<file path="src/sv/ssm_pkg.sv">
// shared types and constants for the sequence stall monitor
package ssm_pkg;

  localparam int unsigned SeqW  = 32;
  localparam int unsigned TimeW = 32;
  localparam int unsigned DupW  = 32;
  localparam int unsigned CfgW  = 32;
  localparam int unsigned AddrW = 3;

  localparam logic [CfgW-1:0] StallThresholdReset = 32'd60000;
  localparam logic [DupW-1:0] DupMax              = 32'hFFFF_FFFF;

  // register index of the stall threshold
  localparam logic [AddrW-3:0] RegStallThreshold = 1'b0;

  typedef enum logic [2:0] {
    EV_IGNORED   = 3'd0,
    EV_FIRST     = 3'd1,
    EV_ADVANCE   = 3'd2,
    EV_DUPLICATE = 3'd3,
    EV_RESTART   = 3'd4
  } ev_kind_e;

  typedef struct packed {
    logic             seen_any;
    logic [SeqW-1:0]  last_seq;
    logic [TimeW-1:0] adv_time;
    logic [TimeW-1:0] rcv_time;
    logic [DupW-1:0]  rep_cnt;
  } trk_state_t;

  typedef struct packed {
    logic            stuck;
    ev_kind_e        kind;
    logic [DupW-1:0] dup_cnt;
    logic [SeqW-1:0] latest_seq;
    logic            tracking;
  } result_t;

endpackage

</file>
<file path="src/sv/ssm_cfg.sv">
// apb register block holding the stall threshold
module ssm_cfg
  import ssm_pkg::*;
(
  input  logic             clk_i,
  input  logic             rst_ni,
  input  logic             psel,
  input  logic             penable,
  input  logic             pwrite,
  input  logic [AddrW-1:0] paddr,
  input  logic [CfgW-1:0]  pwdata,
  output logic [CfgW-1:0]  prdata,
  output logic             pready,
  output logic [CfgW-1:0]  thr_o
);

  logic [CfgW-1:0] thr_q, thr_d;
  logic            sel_thr;

  assign sel_thr = (paddr[AddrW-1:2] == RegStallThreshold);
  assign pready  = 1'b1;

  always_comb begin
    thr_d = thr_q;
    if (psel && penable && pwrite && sel_thr) begin
      thr_d = pwdata;
    end
  end

  always_ff @(posedge clk_i or negedge rst_ni) begin
    if (!rst_ni) begin
      thr_q <= StallThresholdReset;
    end else begin
      thr_q <= thr_d;
    end
  end

  assign prdata = sel_thr ? thr_q : '0;
  assign thr_o  = thr_q;

endmodule

</file>
<file path="src/sv/ssm_update.sv">
// per-word tracking update and stall check
module ssm_update
  import ssm_pkg::*;
(
  input  trk_state_t       st_i,
  input  logic [SeqW-1:0]  seq_i,
  input  logic [TimeW-1:0] now_i,
  input  logic [CfgW-1:0]  thr_i,
  output trk_state_t       st_o,
  output result_t          res_o
);

  trk_state_t      st_n;
  ev_kind_e        kind;
  logic [TimeW-1:0] elapsed;

  always_comb begin
    st_n = st_i;
    kind = EV_IGNORED;
    if (seq_i != '0) begin
      if (!st_i.seen_any) begin
        st_n.seen_any = 1'b1;
        st_n.last_seq = seq_i;
        st_n.adv_time = now_i;
        st_n.rcv_time = now_i;
        st_n.rep_cnt  = '0;
        kind          = EV_FIRST;
      end else begin
        st_n.rcv_time = now_i;
        if (seq_i > st_i.last_seq) begin
          st_n.last_seq = seq_i;
          st_n.adv_time = now_i;
          st_n.rep_cnt  = '0;
          kind          = EV_ADVANCE;
        end else if (seq_i == st_i.last_seq) begin
          if (st_i.rep_cnt != DupMax) begin
            st_n.rep_cnt = st_i.rep_cnt + 1'b1;
          end
          kind = EV_DUPLICATE;
        end else begin
          // lower number: node restarted, treat like an advance
          st_n.last_seq = seq_i;
          st_n.adv_time = now_i;
          st_n.rep_cnt  = '0;
          kind          = EV_RESTART;
        end
      end
    end
  end

  assign elapsed = now_i - st_n.adv_time;

  always_comb begin
    res_o.stuck      = st_n.seen_any && (st_n.adv_time != '0) &&
                       (now_i > st_n.adv_time) && (elapsed >= thr_i) &&
                       (st_n.rcv_time > st_n.adv_time) && (st_n.rep_cnt != '0);
    res_o.kind       = kind;
    res_o.dup_cnt    = st_n.rep_cnt;
    res_o.latest_seq = st_n.last_seq;
    res_o.tracking   = st_n.seen_any;
  end

  assign st_o = st_n;

endmodule

</file>
<file path="src/sv/sequence_stall_monitor_core.sv">
// top level of the sequence stall monitor
//
// input channel: one word per packet or query (sequence_number_i, time_ms_i);
// a zero sequence is a query that only runs the stall check. output channel:
// one result word per input word (stuck, event kind, duplicate count, latest
// sequence, tracking flag), in input order.
// an accepted word sits in the input register; once the result register is
// free or drains, the update writes the tracking state and result register.
// throughput is one word per cycle while the receiver does not stall, set by
// the combinational state update between the input and result registers.
// when the receiver stalls the result register holds; the input register
// still takes one more word, after which in_ready_o follows out_ready_i.
// reset clears the tracking state, both valid flags and sets the threshold
// to 60000 ms. the threshold must be written over the apb port only while
// idle; the block itself does not enforce this.
module sequence_stall_monitor_core
  import ssm_pkg::*;
(
  input  logic             clk_i,
  input  logic             rst_ni,
  input  logic             psel,
  input  logic             penable,
  input  logic             pwrite,
  input  logic [AddrW-1:0] paddr,
  input  logic [CfgW-1:0]  pwdata,
  output logic [CfgW-1:0]  prdata,
  output logic             pready,
  input  logic             in_valid_i,
  output logic             in_ready_o,
  input  logic [SeqW-1:0]  sequence_number_i,
  input  logic [TimeW-1:0] time_ms_i,
  output logic             out_valid_o,
  input  logic             out_ready_i,
  output logic             stuck_o,
  output logic [2:0]       event_kind_o,
  output logic [DupW-1:0]  duplicate_count_o,
  output logic [SeqW-1:0]  latest_sequence_o,
  output logic             tracking_o
);

  logic [CfgW-1:0]  thr;
  logic             s1_valid_q, s1_valid_d;
  logic [SeqW-1:0]  s1_seq_q;
  logic [TimeW-1:0] s1_time_q;
  logic             s2_valid_q, s2_valid_d;
  result_t          s2_res_q, res;
  trk_state_t       st_q, st_d;
  logic             s2_load, in_acc;

  ssm_cfg u_cfg (
    .clk_i   (clk_i),
    .rst_ni  (rst_ni),
    .psel    (psel),
    .penable (penable),
    .pwrite  (pwrite),
    .paddr   (paddr),
    .pwdata  (pwdata),
    .prdata  (prdata),
    .pready  (pready),
    .thr_o   (thr)
  );

  ssm_update u_update (
    .st_i  (st_q),
    .seq_i (s1_seq_q),
    .now_i (s1_time_q),
    .thr_i (thr),
    .st_o  (st_d),
    .res_o (res)
  );

  assign s2_load    = s1_valid_q && (!s2_valid_q || out_ready_i);
  assign in_ready_o = !s1_valid_q || s2_load;
  assign in_acc     = in_valid_i && in_ready_o;

  always_comb begin
    s1_valid_d = s1_valid_q;
    if (in_acc) begin
      s1_valid_d = 1'b1;
    end else if (s2_load) begin
      s1_valid_d = 1'b0;
    end
    s2_valid_d = s2_valid_q;
    if (s2_load) begin
      s2_valid_d = 1'b1;
    end else if (out_ready_i) begin
      s2_valid_d = 1'b0;
    end
  end

  always_ff @(posedge clk_i or negedge rst_ni) begin
    if (!rst_ni) begin
      s1_valid_q <= 1'b0;
      s2_valid_q <= 1'b0;
      st_q       <= '0;
    end else begin
      s1_valid_q <= s1_valid_d;
      s2_valid_q <= s2_valid_d;
      if (s2_load) begin
        st_q <= st_d;
      end
    end
  end

  always_ff @(posedge clk_i) begin
    if (in_acc) begin
      s1_seq_q  <= sequence_number_i;
      s1_time_q <= time_ms_i;
    end
    if (s2_load) begin
      s2_res_q <= res;
    end
  end

  assign out_valid_o       = s2_valid_q;
  assign stuck_o           = s2_res_q.stuck;
  assign event_kind_o      = s2_res_q.kind;
  assign duplicate_count_o = s2_res_q.dup_cnt;
  assign latest_sequence_o = s2_res_q.latest_seq;
  assign tracking_o        = s2_res_q.tracking;

endmodule

</file>
<file path="config.mk">
export PLATFORM = sky130hd
export DESIGN_NAME = sequence_stall_monitor_core
export DESIGN_NICKNAME = d
export VERILOG_FILES = /design/src/sv/ssm_pkg.sv /design/src/sv/ssm_cfg.sv /design/src/sv/ssm_update.sv /design/src/sv/sequence_stall_monitor_core.sv
export SDC_FILE = /design/constraint.sdc
export NUM_CORES = 1
export LEC_CHECK = 0
export BUFFER_PORTS_ARGS = -buffer_cell sky130_fd_sc_hd__buf_2
export CORE_UTILIZATION = 59
export CTS_CLUSTER_DIAMETER = 40
export CTS_CLUSTER_SIZE = 16
export DETAILED_ROUTE_END_ITERATION = 6
export HOLD_SLACK_MARGIN = 0.06
export PLACE_DENSITY = 0.9
export SETUP_SLACK_MARGIN = 0.02
export SLEW_MARGIN = 40
export SYNTH_ARGS = -nofsm -noshare
export SYNTH_HDL_FRONTEND = slang
export SYNTH_SLANG_ARGS = --single-unit
</file>
<file path="constraint.sdc">
create_clock -name clk_i -period 7 [get_ports clk_i]
set_clock_uncertainty 0.05 [all_clocks]
set_input_delay 0 -clock clk_i [delete_from_list [all_inputs] [get_ports clk_i]]
set_output_delay 0 -clock clk_i [all_outputs]
set_load 0.005 [all_outputs]
</file>
# After elaboration in Yosys (flattened, before gate mapping)
# Cells that the tools add are included.
[op_classes] n_addsub=2 multipliers=0 div=0 n_lt_le_gt_ge=4 eq_ne=2 shifts=0 n_mux=15 bitwise_logic=3 reduce_logical=21
[op_table] operator="$mux 129" n=1
[op_table] operator="$mux 128" n=1
[op_table] operator="$mux 32" n=4
[op_table] operator="$mux 64" n=2
[op_table] operator="$gt 32x32->1" n=3
[op_table] operator="$reduce_bool 32->1" n=3
[op_table] operator="$add 32x1->32 const B" n=1
[op_table] operator="$eq 32x32->1" n=1
[op_table] operator="$ge 32x32->1" n=1
[op_table] operator="$ne 32x32->1 const B" n=1
[op_table] operator="$sub 32x32->32" n=1
[op_table] operator="$logic_and 1x1->1" n=10
[op_table] operator="$mux 1" n=5
[op_table] operator="$reduce_bool 2->1" n=2
[op_table] operator="$mux 3" n=1
[op_table] operator="$not 1->1" n=3
[op_table] operator="$reduce_or 3->1" n=1
[op_table] operator="$logic_not 1->1" n=2
[op_table] operator="$logic_or 1x1->1" n=2
[op_table] operator="$mux 2" n=1
[op_table] operator="$reduce_and 2->1" n=1
[word_totals] reg_bits=296 latchBits=0 mem_bits_rw=0 rom_bits=0 word_cells=64 mem_count=0

# Depth between registers and ports, before layout
[logic_depth] depth_word=12 ltp_mapped=29 mapped_depth_nobuf=27

# Hierarchy
# A second synthesis with hierarchy kept.
[hier_totals] hier_cells=1574 area_unflattened_um2=17936.0
[by_module_without_submodules] module="sequence_stall_monitor_core" n_inst=1 cells_each=414 area_per_inst_um2=9385.3 seq_area_each_um2=7272.0
[by_module_without_submodules] module="ssm_update" n_inst=1 cells_each=1055 area_per_inst_um2=6988.0 seq_area_each_um2=0.0
[by_module_without_submodules] module="ssm_cfg" n_inst=1 cells_each=105 area_per_inst_um2=1562.7 seq_area_each_um2=809.5

# Least setup slack after synthesis
# OpenSTA, ideal clock, no wires.
[synth_timing] path_type="reg2reg" start="register s1_seq_q[20]" end="register s2_res_q, in the netlist stuck_o, data pin" setup_time_ns=0.130 arrival_time_ns=5.682 required_time_ns=6.820 slack_ns=1.138 stages_incl_launch_ff=26 path_buffers=2 period_less_slack_ns=5.862 cell_sequence="edfxtp_1 > ha_1 > nand4_1 > nor4_4 > nand3_1 > nand2_1 > buf_4 > buf_2 > mux2i_1 > ha_1 > a21o_1 > or3_1 > o2111ai_1 > a31oi_1 > o21bai_1 > o2bb2ai_1 > o2111ai_1 > a31oi_1 > xnor2_1 > ha_1 > and4_1 > o2111ai_1 > nor4_1 > a31oi_1 > a311oi_1 > o211a_1"
[synth_rtl] item="start, declared" line="sequence_stall_monitor_core.sv:43" text="logic [SeqW-1:0] s1_seq_q;"
[synth_rtl] item="start signal, assigned" line="sequence_stall_monitor_core.sv:107" text="s1_seq_q <= sequence_number_i;"
[synth_rtl] item="end signal, assigned" line="sequence_stall_monitor_core.sv:111" text="s2_res_q <= res;"
[synth_rtl] item="end, declared" line="sequence_stall_monitor_core.sv:46" text="result_t s2_res_q, res;"

==> results by group <==
Status
  • Run status: completed

Timing
  • Fmax: 153 MHz
  • Pins over their slew limit: 0
  • Final setup viols: 0
  • Setup ws final: 0.484 ns
  • Clock period minus worst slack: 6.52 ns
  • TNS Setup: 0 ns
  • Final Hold Fails: 0
  • Slew @ Worst Pin: 0.809 ns
  • Rel. slew slack: 46.1%
  • Fin crit share: 93.1%

Yosys
  • Synth area leader: edfxtp_1
  • Synth Register Bits: 296
  • Gate count after technology mapping: 1634
  • Share of the synthesized area in the top cell type: 24.0%
  • Register area share after synthesis: 48.6%
  • Yosys warnings: 0
  • Synth async-reset ratio: 55.1%
  • Synth Area per Inst: 10.2 um^2
  • Main synth FF type: dfrtp_1
  • Synth cell types: 69
  • Number of synthesized flops with an enable pin: 133
  • Top cells by area, synth: edfxtp_1 (24%), dfrtp_1 (23%), ha_1 (9.8%), nand2_1 (7.0%), mux2_2 (4.3%)
  • Cell Area, Synth: 0.0166 mm^2
  • Syn_nets: 1871

Setup path
  • Crit path max fanout: 30
  • Critical path cell sequence: ha_1 -> nand4_1 -> nor4_4 -> nand3_1 -> nand2_1 -> buf_12 -> mux2i_2 -> ha_1 -> a21o_1 -> or3_1 -> o2111ai_1 -> a31oi_1 -> o21bai_1 -> o2bb2ai_2 -> o2111ai_1 -> a31oi_1 -> xnor2_1 -> ha_1 -> and4_1 -> o2111ai_1 -> nor4_1 -> a31oi_1 -> a311oi_1 -> o211a_1
  • Startpoint types: flip-flop
  • Slowest stage delay, CP: 0.45 ns
  • Crit Path Class: flip-flop to flip-flop
  • Setup crit end kind: flip-flop
  • Slowest-stage cell, CP: edfxtp_1
  • Worst EP required: 7.36 ns
  • Crit path arrival time: 6.88 ns

Drt
  • Routed vias: 14.4k
  • Post-DR vias/cell: 6.15
  • DR WL/cell: 20.2 um
  • Initial DRC count: 1343
  • First-pass DRT Iterations: 6
  • DR DRC count: 0
  • Routed wire length: 47400 um
  • Post-route ant nets: 0

Floorplan
  • Initial Utilization: 59.8%
  • Core area: 0.0278 mm^2
  • Row Count: 61
  • Vert. Die Dim: 170 um
  • Die ar.: 0.0288 mm^2
  • Die width: 170 um
  • Io pins: 210

Pwr
  • Tot Pwr: 5240 uW
  • Leak pwr: 0.00927 uW
  • Peak VDD IR: 0.000240 V
  • PD cells: 257 mW/mm^2

Global routing
  • First-pass GRT wire length: 74700 um
  • Initial antenna violation count: 0
  • Total track usage: 33.0%
  • Vias in the first global route: 14.5k
  • Grt ovf: 0
  • Pin count of the biggest net entering global routing: 104

Clocking
  • CTS Buffer Depth: 3
  • H-tree Lvls: 2
  • Clk_lat worst skew: 0.54 ns
  • CTS clock-pin slew for the worst setup and hold paths: 0.07 ns
  • TritonCTS buffer count: 38
  • CTS tree: done
  • Clk sink count: 296
  • Root buffer cell: clkbuf_16

Placed design
  • Placed wire-length estimate: 30000 um
  • Setup WS pre-CTS: 0.431 ns
  • Buffers added on ports: 206
  • GP Congestion: 0.909
  • Dpl cells: 2165

Layout
  • Synthesis-to-finish area growth: 22.8%
  • Most common cell after layout, fill and taps aside: nand2_1
  • Most frequent cells in the layout: nand2_1 (307), buf_2 (205), dfrtp_1 (156)
  • Fillers: 1856
  • Fin util: 73.4%
  • Fraction of layout cells with a size suffix above 1: 20.6%
  • Fin nets: 2171
  • Non-filler instance count after layout: 2343

Run
  • Max-Cap Viols: 0

Hold path
  • Hold Crit Class: input port to flip-flop
synthesized netlist by cell type (all sizes together), types with 2 or more instances:
cell and number:
edfxtp 133, and4 12, a21o 50, mux2i 34, buf 32, o211ai 13
ha 130, a31o 2, nor2b 11, or4 5, dfrtp 156, o22ai 4
and3 13, nand3 22, inv 85, nand2 308, o21a 6, o21bai 5
xnor2 34, a2111oi 2, xor2 6, nand2b 9, a22o 4, a211oi 8
and2 5, or3 10, a31oi 8, mux2 64, o21ai 150, nor3 19
nor2 83, a21oi 65, nand4 39, o31ai 5, nor4 39, clkbuf 33
o2111ai 6, dfstp 7, and3b 2
layer usage:
layer	wire, um	GRT usage [%]	part of all wire (%)
met1	18200	40.3	38
met2	22800	56.0	48
met3	3940	5.91	8.3
met5	0	0	0
met4	2480	17.4	5.2
per-stage QoR:
stage          hold slack [ns]  cell area (um^2)
5_1_grt                  0.127             20400
2_1_floorplan           -0.346             16600
3_5_place_dp            0.0426             18000
4_1_cts                 0.0782             20300
3_3_place_gp             0.128             18000
6_report                 0.119             20400
final cells by class:
class	count	area, um^2	area share [%]
Multi-Input combinational cell	1188	7960	39.0
Timing Repair Buffer	325	2230	10.9
Sequential cell	296	8080	39.6
Clock inverter	28	348	1.70
Inverter	85	324	1.59
Tap cell	378	473	2.32
Clock buffer	42	986	4.83
Antenna cell	1	2.50	0.0123
worst paths after layout:
| kind | end | depth (start not counted) | slack, ns | startpoint |
|---|---|---|---|---|
| setup reg to reg | stuck_o | 24 | 0.48 | s1_seq_q[20] |
| setup / recovery | stuck_o | 24 | 0.48 | s1_seq_q[20] |
| min in group asynchronous | st_q[105] | 3 | 0.39 | rst_ni |
| hold / removal | s1_seq_q[12] | 2 | 0.12 | sequence_number_i[12] |
| hold reg to reg | st_q[32] | 2 | 0.44 | st_q[32] |
| max in group asynchronous | st_q[63] | 4 | 5.62 | rst_ni |
critical path: cells and delay by family (launching register included):
kind,cells,cell delay [ns]
fa+ha+maj,3,0.97
xor+xnor,1,0.11
flops,1,0.45
mux,1,0.38
simple gates,7,1.78
compound gates,11,2.33
buf+inv,1,0.25
report_power, final:
group	total (uW)	switching (uW)	internal, uW	leakage [uW]
sequential	2160	133	2030	0.00330
combinational	1010	572	441	0.00532
clock	2060	829	1240	0.000650
total	5240	1530	3700	0.00927
cell families after synthesis:
logic type                 Yosys count  synth area share (%)
AOI/OAI and AO/OA                  337                  12.2
xor gates and xnor gates            40                  2.11
adders and majority gates          131                  9.91
buffers and inverters              150                  3.75
DFF                                296                  48.6
muxes                               98                  6.38
other                                1                0.0226
and+or+nand+nor                    581                  17.0
registers in the layout, summed over array words and instances, names as in the netlist, 3 cells and up:
register,flops
event_kind_o,3
u_cfg.thr_o,32
s1_seq_q,32
duplicate_count_o,32
st_q,129
latest_sequence_o,32
s1_time_q,32
what timing repair did:
action	in CTS	in global routing
buffers inserted	0	5
endpoints found under the setup margin	0	1
endpoints found under the hold margin	197	23
gates resized for setup	0	8
hold buffers	100	1
(Power assumes the default switching activity.)
